**config.mk**
```make
export PLATFORM = sky130hd
export DESIGN_NAME = internet_checksum_pseudo_header_unit
export DESIGN_NICKNAME = d
export VERILOG_FILES = /design/src/design/ichk_pkg.sv /design/src/design/ichk_fifo.sv /design/src/design/ichk_front.sv /design/src/design/ichk_back.sv /design/src/design/internet_checksum_pseudo_header_unit.sv
export VERILOG_INCLUDE_DIRS = /design/src /design/src/design
export SDC_FILE = /design/constraint.sdc
export NUM_CORES = 1
export LEC_CHECK = 0
export ABC_AREA = 1
export BUFFER_PORTS_ARGS = -buffer_cell sky130_fd_sc_hd__buf_2
export CAP_MARGIN = 0
export CELL_PAD_IN_SITES_DETAIL_PLACEMENT = 0
export CELL_PAD_IN_SITES_GLOBAL_PLACEMENT = 2
export CORE_MARGIN = 2
export CORE_UTILIZATION = 41
export DETAILED_ROUTE_END_ITERATION = 12
export PLACE_DENSITY = 0.87
export SLEW_MARGIN = 20
export SYNTH_ARGS = -nofsm -noshare
export SYNTH_HDL_FRONTEND = slang
export SYNTH_SLANG_ARGS = --single-unit
```
**constraint.sdc**
```tcl
create_clock -name clk -period 6.3 [get_ports clk]
set_clock_uncertainty 0.05 [all_clocks]
set_input_delay 1.26 -clock clk [delete_from_list [all_inputs] [get_ports clk]]
set_output_delay 1.26 -clock clk [all_outputs]
set_load 0.05 [all_outputs]
```
**src/design/internet_checksum_pseudo_header_unit_defines.svh**
```systemverilog
// Assertion helpers shared by the checksum unit.
// Each macro expects clk and rst_n in scope.
`ifndef INTERNET_CHECKSUM_PSEUDO_HEADER_UNIT_DEFINES_SVH
`define INTERNET_CHECKSUM_PSEUDO_HEADER_UNIT_DEFINES_SVH

// Same-cycle implication.
`define ICHK_ASSERT_NOW(label, ante, cons, msg) \
    label: assert property (@(posedge clk) disable iff (!rst_n) (ante) |-> (cons)) \
        else $error(msg);

// Next-cycle implication.
`define ICHK_ASSERT_NEXT(label, ante, cons, msg) \
    label: assert property (@(posedge clk) disable iff (!rst_n) (ante) |=> (cons)) \
        else $error(msg);

`endif

```
**src/design/ichk_pkg.sv**
```systemverilog
package ichk_pkg;

    localparam logic       KIND_START = 1'b0;
    localparam logic       KIND_DATA  = 1'b1;
    localparam logic [7:0] PROTO_TCP  = 8'd6;
    localparam logic [7:0] PROTO_UDP  = 8'd17;

    typedef enum logic
    {
        OP_ACCUM = 1'b0,
        OP_LOAD  = 1'b1
    } cmd_op_t;

    typedef struct packed
    {
        logic        kind;
        logic [31:0] src_addr;
        logic [31:0] dst_addr;
        logic [7:0]  protocol;
        logic [7:0]  data_byte;
        logic        last;
    } in_item_t;

    typedef struct packed
    {
        logic [15:0] checksum;
        logic [15:0] payload_length;
    } out_item_t;

    // front -> back command
    typedef struct packed
    {
        cmd_op_t     op;
        logic        last;
        logic [15:0] addend;
        logic [15:0] length;
    } cmd_t;

    // ones'-complement add with end-around carry
    function automatic logic [15:0] add_end_around(input logic [15:0] a, input logic [15:0] b);
        logic [16:0] s;
        begin
            s = {1'b0, a} + {1'b0, b};
            add_end_around = s[15:0] + {15'd0, s[16]};
        end
    endfunction

endpackage

```
**src/design/ichk_fifo.sv**
```systemverilog
module ichk_fifo #(
    parameter int DEPTH = 2,
    parameter int WIDTH = 8
) (
    input  logic             clk,
    input  logic             rst_n,
    input  logic             push,
    input  logic [WIDTH-1:0] din,
    output logic             full,
    input  logic             pop,
    output logic [WIDTH-1:0] dout,
    output logic             empty
);
    `include "internet_checksum_pseudo_header_unit_defines.svh"

    localparam int AW = (DEPTH > 1) ? $clog2(DEPTH) : 1;
    localparam int CW = $clog2(DEPTH + 1);
    localparam logic [AW-1:0] LAST_PTR  = AW'(DEPTH - 1);
    localparam logic [CW-1:0] DEPTH_CNT = CW'(DEPTH);

    logic [WIDTH-1:0] mem_reg [DEPTH];
    logic [AW-1:0]    wr_ptr_reg, wr_ptr_next;
    logic [AW-1:0]    rd_ptr_reg, rd_ptr_next;
    logic [CW-1:0]    count_reg, count_next;
    logic             do_push, do_pop;

    assign full    = (count_reg == DEPTH_CNT);
    assign empty   = (count_reg == '0);
    assign do_push = push && !full;
    assign do_pop  = pop && !empty;
    assign dout    = mem_reg[rd_ptr_reg];

    always_comb
    begin
        wr_ptr_next = wr_ptr_reg;
        rd_ptr_next = rd_ptr_reg;
        count_next  = count_reg;
        if (do_push)
        begin
            wr_ptr_next = (wr_ptr_reg == LAST_PTR) ? '0 : wr_ptr_reg + AW'(1);
        end
        if (do_pop)
        begin
            rd_ptr_next = (rd_ptr_reg == LAST_PTR) ? '0 : rd_ptr_reg + AW'(1);
        end
        if (do_push && !do_pop)
        begin
            count_next = count_reg + CW'(1);
        end
        else if (do_pop && !do_push)
        begin
            count_next = count_reg - CW'(1);
        end
    end

    always_ff @(posedge clk or negedge rst_n)
    begin
        if (!rst_n)
        begin
            wr_ptr_reg <= '0;
            rd_ptr_reg <= '0;
            count_reg  <= '0;
        end
        else
        begin
            wr_ptr_reg <= wr_ptr_next;
            rd_ptr_reg <= rd_ptr_next;
            count_reg  <= count_next;
        end
    end

    always_ff @(posedge clk)
    begin
        if (do_push)
        begin
            mem_reg[wr_ptr_reg] <= din;
        end
    end

    `ICHK_ASSERT_NOW(a_count_bound, 1'b1, count_reg <= DEPTH_CNT, "fifo count over depth")
    `ICHK_ASSERT_NEXT(a_count_up, do_push && !do_pop, count_reg == $past(count_reg) + CW'(1),
        "fifo count missed a push")
    `ICHK_ASSERT_NEXT(a_count_down, do_pop && !do_push, count_reg == $past(count_reg) - CW'(1),
        "fifo count missed a pop")

endmodule

```
**src/design/ichk_front.sv**
```systemverilog
module ichk_front (
    input  logic              clk,
    input  logic              rst_n,
    input  logic              accept,
    input  ichk_pkg::in_item_t item,
    output ichk_pkg::cmd_t    cmd
);
    import ichk_pkg::*;

    logic [7:0]  held_reg, held_next;
    logic        pending_reg, pending_next;
    logic [15:0] count_reg, count_next;
    logic        pseudo_reg, pseudo_next;

    logic        is_pseudo;
    logic [18:0] hdr_sum;
    logic [16:0] hdr_fold;
    logic [15:0] hdr_word;
    logic [15:0] cnt_inc;
    logic [15:0] data_word;
    logic [15:0] len_term;

    always_comb
    begin
        is_pseudo = (item.protocol == PROTO_TCP) || (item.protocol == PROTO_UDP);
        hdr_sum   = 19'(item.src_addr[31:16]) + 19'(item.src_addr[15:0])
                  + 19'(item.dst_addr[31:16]) + 19'(item.dst_addr[15:0])
                  + 19'(item.protocol);
        hdr_fold  = 17'(hdr_sum[15:0]) + 17'(hdr_sum[18:16]);
        hdr_word  = hdr_fold[15:0] + 16'(hdr_fold[16]);

        cnt_inc = count_reg + 16'd1;
        // completed pair, or odd final byte padded low
        if (pending_reg)
        begin
            data_word = {held_reg, item.data_byte};
        end
        else if (item.last)
        begin
            data_word = {item.data_byte, 8'd0};
        end
        else
        begin
            data_word = '0;
        end
        len_term = (pseudo_reg && item.last) ? cnt_inc : '0;

        held_next    = held_reg;
        pending_next = pending_reg;
        count_next   = count_reg;
        pseudo_next  = pseudo_reg;
        cmd.last     = item.last;

        unique case (item.kind)
            KIND_START:
            begin
                cmd.op       = OP_LOAD;
                cmd.addend   = is_pseudo ? hdr_word : '0;
                cmd.length   = '0;
                held_next    = '0;
                pending_next = 1'b0;
                count_next   = '0;
                pseudo_next  = is_pseudo;
            end
            KIND_DATA:
            begin
                cmd.op       = OP_ACCUM;
                cmd.addend   = add_end_around(data_word, len_term);
                cmd.length   = cnt_inc;
                held_next    = item.data_byte;
                pending_next = !pending_reg;
                count_next   = cnt_inc;
            end
            default:
            begin
                cmd.op     = OP_ACCUM;
                cmd.addend = '0;
                cmd.length = '0;
            end
        endcase

        if (item.last)
        begin
            held_next    = '0;
            pending_next = 1'b0;
            count_next   = '0;
            pseudo_next  = 1'b0;
        end
    end

    always_ff @(posedge clk or negedge rst_n)
    begin
        if (!rst_n)
        begin
            held_reg    <= '0;
            pending_reg <= 1'b0;
            count_reg   <= '0;
            pseudo_reg  <= 1'b0;
        end
        else if (accept)
        begin
            held_reg    <= held_next;
            pending_reg <= pending_next;
            count_reg   <= count_next;
            pseudo_reg  <= pseudo_next;
        end
    end

endmodule

```
**src/design/ichk_back.sv**
```systemverilog
module ichk_back (
    input  logic                clk,
    input  logic                rst_n,
    input  ichk_pkg::cmd_t      cmd,
    input  logic                cmd_empty,
    output logic                cmd_pop,
    input  logic                res_full,
    output logic                res_push,
    output ichk_pkg::out_item_t res
);
    import ichk_pkg::*;

    logic [15:0] sum_reg, sum_next;
    logic [15:0] base;
    logic [15:0] total;

    always_comb
    begin
        cmd_pop  = !cmd_empty && (!cmd.last || !res_full);
        res_push = cmd_pop && cmd.last;

        unique case (cmd.op)
            OP_LOAD:  base = '0;
            OP_ACCUM: base = sum_reg;
            default:  base = sum_reg;
        endcase
        total = add_end_around(base, cmd.addend);

        res.checksum       = ~total;
        res.payload_length = cmd.length;

        sum_next = sum_reg;
        if (cmd_pop)
        begin
            sum_next = cmd.last ? '0 : total;
        end
    end

    always_ff @(posedge clk or negedge rst_n)
    begin
        if (!rst_n)
        begin
            sum_reg <= '0;
        end
        else
        begin
            sum_reg <= sum_next;
        end
    end

endmodule

```
**src/design/internet_checksum_pseudo_header_unit.sv**
```systemverilog
// Channel   Handshake             Payload                 Transfer when
// ------    --------------------  ----------------------  -----------------
// input     push / full           in_item  (in_item_t)    push && !full
// result    empty / pop           out_item (out_item_t)   pop && !empty
//
// One item per cycle sustained while the result queue has room for last items:
// one end-around add per item in the back end. A last item's result reaches
// out_item via both queues. Reset (rst_n, async, active low) clears all
// control state and the running sum. full rises only when the command queue
// backs up; a result stall blocks the back end only at a last-flagged command.
module internet_checksum_pseudo_header_unit #(
    parameter int CMD_DEPTH = 4,
    parameter int RES_DEPTH = 2
) (
    input  logic                clk,
    input  logic                rst_n,
    input  logic                push,
    output logic                full,
    input  ichk_pkg::in_item_t  in_item,
    output logic                empty,
    input  logic                pop,
    output ichk_pkg::out_item_t out_item
);
    import ichk_pkg::*;

    // front end: pairs bytes, counts length, folds the pseudo-header into
    // one addend per item
    logic      accept;
    cmd_t      front_cmd;

    // command queue between front and back
    cmd_t      back_cmd;
    logic      cmd_empty;
    logic      cmd_pop;

    // back end: running sum, result on last
    logic      res_full;
    logic      res_push;
    out_item_t back_res;

    assign accept = push && !full;

    ichk_front u_front (
        .clk    (clk),
        .rst_n  (rst_n),
        .accept (accept),
        .item   (in_item),
        .cmd    (front_cmd)
    );

    ichk_fifo #(
        .DEPTH (CMD_DEPTH),
        .WIDTH ($bits(cmd_t))
    ) u_cmd_q (
        .clk   (clk),
        .rst_n (rst_n),
        .push  (accept),
        .din   (front_cmd),
        .full  (full),
        .pop   (cmd_pop),
        .dout  (back_cmd),
        .empty (cmd_empty)
    );

    ichk_back u_back (
        .clk       (clk),
        .rst_n     (rst_n),
        .cmd       (back_cmd),
        .cmd_empty (cmd_empty),
        .cmd_pop   (cmd_pop),
        .res_full  (res_full),
        .res_push  (res_push),
        .res       (back_res)
    );

    // result queue doubles as the output register
    ichk_fifo #(
        .DEPTH (RES_DEPTH),
        .WIDTH ($bits(out_item_t))
    ) u_res_q (
        .clk   (clk),
        .rst_n (rst_n),
        .push  (res_push),
        .din   (back_res),
        .full  (res_full),
        .pop   (pop),
        .dout  (out_item),
        .empty (empty)
    );

endmodule
```
==> results of run 1 <==
stage by stage:
stage,instance area [um2],power [W]
floorplan,16100,0.00700
global placement,18400,0.00910
detailed placement,18400,0.00920
CTS,20200,0.0111
global route,20300,0.0121
finish,20300,0.0112
critical path, delay by kind of cell:
kind	cells	cell delay, ns
fa+ha+maj	7	2.19
compound gates	7	0.82
simple gates	16	1.72
xor+xnor	2	0.34
buf+inv	18	1.63
cell usage in the layout, fill, tap and decap left out, types with 7 or more instances in the layout:
master | Yosys | layout
nand2_2 | 17 | 31
clkbuf_1 | 40 | 7
nor2_1 | 201 | 190
nor2_2 | 11 | 16
nand3_2 | 6 | 13
inv_1 | 264 | 254
buf_4 | 0 | 228
dfrtp_1 | 53 | 51
nand3_1 | 89 | 80
a21oi_2 | 0 | 9
o22ai_1 | 71 | 70
edfxtp_1 | 200 | 200
a21oi_1 | 66 | 56
o21ai_1 | 9 | 12
inv_2 | 6 | 15
ha_1 | 91 | 72
o21ai_2 | 1 | 7
xnor2_1 | 20 | 20
xor2_1 | 40 | 37
nor2_4 | 6 | 12
nand4_1 | 29 | 29
ha_4 | 0 | 18
o21ai_0 | 113 | 102
nand2_1 | 412 | 394
clkbuf_16 | 0 | 25
buf_6 | 0 | 16
buf_2 | 1 | 116
fa_1 | 29 | 27
timing repair:
item,in CTS,in global routing
endpoints found under the setup margin,64,64
gates resized for setup,88,25
pin swaps,40,39
buffers inserted,84,16
power by group through the flow:
stage               clock network (W)  registers, W  logic [W]
CTS                           0.00139       0.00274    0.00694
finish                        0.00136       0.00274    0.00709
detailed placement                  0       0.00277    0.00643
global route                  0.00145       0.00279    0.00788
global placement                    0       0.00276    0.00634
floorplan                           0       0.00272    0.00427
per-layer routing:
metal	share of wire, %	vias up
li1	-	6826
met1	42	6235
met2	50	274
met3	3.8	89
met4	3.8	2
met5	0.036	-
logic make-up after synthesis:
family | share of synthesized area (%)
AO/OA/AOI/OAI | 10.4
XOR/XNOR | 3.71
adder cells (fa/ha/maj) | 10.8
buffers and inverters | 7.41
flip-flops | 46.0
multiplexers | 0.0707
AND/OR/NAND/NOR | 21.6
layout make-up:
| type | count | share of cell area, % |
|---|---|---|
| multi-input cells | 1276 | 39.6 |
| flip-flops and latches | 253 | 36.1 |
| repair buffers | 363 | 12.4 |
| inverters | 271 | 5.01 |
| clock buffers | 33 | 3.27 |
| well taps | 518 | 3.19 |
| clock inverters | 13 | 0.387 |
| diodes | 2 | 0.0246 |
worst max path at each step:
stage	startpoint	endpoint
2_1_floorplan	in_item[49]	u_cmd_q.mem_reg[0][28]$_DFFE_PP_
3_3_place_gp	in_item[67]	u_cmd_q.mem_reg[0][30]$_DFFE_PP_
4_1_cts	in_item[49]	u_cmd_q.mem_reg[3][28]$_DFFE_PP_
6_report	in_item[49]	u_cmd_q.mem_reg[0][29]$_DFFE_PP_
5_1_grt	in_item[49]	u_cmd_q.mem_reg[3][28]$_DFFE_PP_
3_5_place_dp	in_item[67]	u_cmd_q.mem_reg[2][28]$_DFFE_PP_
==> flow_summary.yaml, run 1 <==
status:
  status: "finished with violations"
  violations: "negative setup slack"
synth:
  ys_seq_area_share_pct: 46.0
  ys_async_sr_fraction_pct: 20.9
  synth.distinct_cells: 52
  ys_top_cells_by_area: "edfxtp_1, nand2_1, dfrtp_1"
  synth-edff-count: 200
  ys_ff_latch: 253
  synth.most_common_cell: "nand2_1"
  avgSynthCellArea_um2: 8.64
  synth_commonest_cells: "nand2_1, inv_1, nor2_1, edfxtp_1, o21ai_0"
  synth_top_area_share_pct: 37.7
  syn_area_um2: 15900
  synth.yosys.warnings: 0
  synth_nets: 2049
  synth_area_leader_cell: "edfxtp_1"
  synthFlopType: "edfxtp_1"
  netlist_instances: 1843
worst_setup_path:
  worstPathRequired_ns: 6.51
  worstSetupPathType: "input pin to flip-flop"
  critical-path-slowest-cell: "fa_1"
  crit_top_cell: "buf_4"
  startpoint_type: "input pin"
  r2r-start: "u_front.count_reg[0]$_DFFE_PN0P_"
  arrival_ns: 7.97
  crit_path_end_kind: "flip-flop"
  critPathMaxStageDelay_ns: 0.49
  reg2reg_depth: 37
  rrSetupSlack_ns: 0.81
  timing.rr.end: "u_cmd_q.mem_reg[3][28]$_DFFE_PP_"
  path_max_fanout: 4
global_routing:
  track_usage_pct: 20.6
  grt_overflow: 0
  grt_pass1_wl_mm: 67.6
  use_met3_pct: 2.59
  use_met1_pct: 24.1
  first_global_vias: 13600
  antenna_found_initial: 3
  busiest_layer: "met2"
  grt_max_degree: 71
  grt_use_met2_pct: 38.0
power_and_ir_drop:
  switching_power_w: 0.00521
  clkPwrFrac_pct: 12.1
  sw_frac_of_total_pct: 46.6
  pwr-share-comb_pct: 63.4
  internal-power_w: 0.00597
  power.leakage_nw: 9.31
  ir_worst_vdd_mv: 0.243
  powerDensity_nw_per_um2: 550
  p_seq_share_pct: 24.5
floorplan:
  core.rowCount: 72
  dieArea_um2: 40400
  die_w_um: 201
  num_io_pins: 120
  die_h_um: 201
  core_um2: 38500
  start_util_pct: 41.4
cts:
  clock_sinks: 253
  cts_buffer_depth: 3
  cts-root-buf: "clkbuf_16"
  htreeDepth: 1
  hold_buffers: 0
  clock_latency_ns: 0.55
  cts_tree: "yes"
  clkSlewWorstSetupHoldPaths_ns: 0.06
  numCtsBuffers: 25
min_path:
  min_to: "u_back.sum_reg[15]$_DFFE_PN0P_"
  worstHoldPathCells: 2
  min_from: "u_back.sum_reg[15]$_DFFE_PN0P_"
  hp-class: "flip-flop to flip-flop"
routing:
  vias: 13400
  drt_iter0_markers: 641
  firstDrtPassIters: 5
  antenna_left: 0
  drt-total-wl_mm: 41.2
  post_drt_wl_per_cell_um: 15.1
  via_per_inst: 4.92
  drc: 0
timing:
  setup_violations: 64
  rsz0062_at_grt: "true"
  fin_ws_ns: -1.46
  period_share_pct: 123
  fmax_mhz: 129
  whs_ns: 0.428
  relSlewSlack_pct: 30.1
  hold_violations: 0
  min_period_ns: 7.76
  worst_slew_pin_slew_ns: 1.05
  tns_ns: -79.15
  slew_violations: 0
finish:
  multi_input_area_um2: 8060
  drive_above_1_share_pct: 25.7
  finalNonFillerCells: 2729
  largest_reg_flops: 136
  area_growth_pct: 27.7
  final_nets: 2396
  regArea_um2: 7330
  utilization_pct: 52.9
  fillers: 3612
job:
  cap_violations: 0
place:
  dp.cells: 2589
  dp_hpwl_mm: 30.7
  globalplace.congestion: 0.865
  port_buffers: 119
  dp_slack_ns: -2.24
No activity file was read; power rests on OpenSTA's default activity.
==> run 2: changes to the inputs <==
Settings changed: REMOVE_ABC_BUFFERS set to 1.
==> flow_summary.yaml, run 2 (synthesized netlist as in run 1, its figures left out) <==
finish:
  final_cell_mix: "nand2_1, inv_1, edfxtp_1, buf_4, nor2_1"
  drive_above_1_share_pct: 25.4
  utilization_pct: 52.7
  fillers: 3566
  largest_reg_flops: 136
  final_common_cell: "nand2_1"
  regArea_um2: 7330
  final_nets: 2366
  area_growth_pct: 27.3
  multi_input_area_um2: 8180
routing:
  drt_iter0_markers: 519
  antenna_left: 0
  post_drt_wl_per_cell_um: 14.9
  firstDrtPassIters: 7
  vias: 13100
  drc: 0
  via_per_inst: 4.87
  drt-total-wl_mm: 40.3
worst_setup_path:
  arrival_ns: 7.93
  crit_path_end_kind: "flip-flop"
  worst-path-buf-inv: 11
  path_max_fanout: 4
  worstSetupPathType: "input pin to flip-flop"
  startpoint_type: "input pin"
  critPathMaxStageDelay_ns: 0.55
  cp_top_family: "adder cells"
  timing.rr.end: "u_cmd_q.mem_reg[2][28]$_DFFE_PP_"
  critical-path-slowest-cell: "fa_1"
  crit_top_cell: "nor2_4"
  r2r-start: "u_front.count_reg[0]$_DFFE_PN0P_"
  rrSetupSlack_ns: 0.73
  worstPathRequired_ns: 6.52
  reg2reg_depth: 37
cts:
  hold_buffers: 0
  cts-root-buf: "clkbuf_16"
  cts_tree: "yes"
  clkSlewWorstSetupHoldPaths_ns: 0.06
  clock_sinks: 253
  numCtsBuffers: 26
  htreeDepth: 1
  clock_latency_ns: 0.56
  cts_buffer_depth: 3
floorplan:
  die_w_um: 201
  num_io_pins: 120
  start_util_pct: 41.4
  dieArea_um2: 40400
  core.rowCount: 72
  core_um2: 38500
  die_h_um: 201
power_and_ir_drop:
  powerDensity_nw_per_um2: 539
  power_w: 0.0109
  ir_worst_vdd_mv: 0.237
  power.leakage_nw: 9.22
timing:
  fmax_mhz: 130
  period_share_pct: 122
  setup_violations: 64
  min_period_ns: 7.71
  relSlewSlack_pct: 35.2
  worst_slew_pin_slew_ns: 0.965
  fin_ws_ns: -1.41
  slew_violations: 0
  whs_ns: 0.443
  rsz0062_at_grt: "true"
  hold_violations: 0
global_routing:
  track_usage_pct: 20.1
  grt_overflow: 0
  grt_pass1_wl_mm: 66.3
  use_met1_pct: 24.2
  use_met3_pct: 3.01
  grt_use_met2_pct: 37.1
  antenna_found_initial: 3
  first_global_vias: 13400
  grt_max_degree: 71
  busiest_layer: "met2"
min_path:
  min_to: "u_back.sum_reg[15]$_DFFE_PN0P_"
  worstHoldPathCells: 2
  min_from: "u_back.sum_reg[15]$_DFFE_PN0P_"
  hp-class: "flip-flop to flip-flop"
job:
  cap_violations: 0
status:
  violations: "negative setup slack"
  status: "finished with violations"
place:
  globalplace.congestion: 0.879
  port_buffers: 119
  dp_slack_ns: -2.75
  dp_hpwl_mm: 30.4
run 2: tightest hold or removal path, delay by kind of cell (launching register included):
family           cells  cell delay, ns
flip-flops           1            0.35
AND/OR/NAND/NOR      2            0.10
run 2: how the worst max path moves through the flow:
stage	startpoint	to	slack, ns	cells after the start
finish	in_item[50]	u_cmd_q.mem_reg[1][22]$_DFFE_PP_	-1.41	50
detailed placement	in_item[65]	u_cmd_q.mem_reg[2][28]$_DFFE_PP_	-2.75	50
global placement	in_item[49]	u_cmd_q.mem_reg[0][28]$_DFFE_PP_	-2.51	50
floorplan	in_item[49]	u_cmd_q.mem_reg[0][28]$_DFFE_PP_	-1.96	48
CTS	in_item[65]	u_cmd_q.mem_reg[0][28]$_DFFE_PP_	-1.63	51
global route	in_item[67]	u_cmd_q.mem_reg[2][28]$_DFFE_PP_	-1.86	50
run 2: area by class of cell:
cell class / instances / share of cell area [%]
tap: 518 / 3.20
multi-input combinational: 1276 / 40.3
antenna: 2 / 0.0247
timing repair buffer: 332 / 11.2
clock inverter: 18 / 0.765
clock buffer: 30 / 3.33
sequential: 253 / 36.2
inverter: 271 / 5.01
run 2: repair_timing:
item                                    CTS  global route
endpoints found under the setup margin   64            64
pin swaps                                56            80
gates resized for setup                  91            78
gates cloned                              0             0
buffers inserted                         36            18
run 2: power breakdown:
group | internal [W] | leakage, nW | switching, W
logic | 0.00244 | 6.24 | 0.00431
registers | 0.00257 | 2.57 | 0.000138
clock network | 0.000823 | 0.409 | 0.000642
total | 0.00583 | 9.22 | 0.00509
run 2: metal layers:
metal,up-vias,wire length (um)
met1,6062,17300
met2,246,20200
met3,64,1740
met4,2,986
li1,6769,-
met5,-,16
run 2: stage by stage:
step / TNS, ns / cells / instance area (um2)
floorplan: -99.68 / 1800 / 15800
finish: -74.39 / 2700 / 20300
global route: -99.76 / 2699 / 20300
global placement: -141.29 / 2605 / 18300
detailed placement: -154.24 / 2605 / 18300
CTS: -88.49 / 2685 / 19800
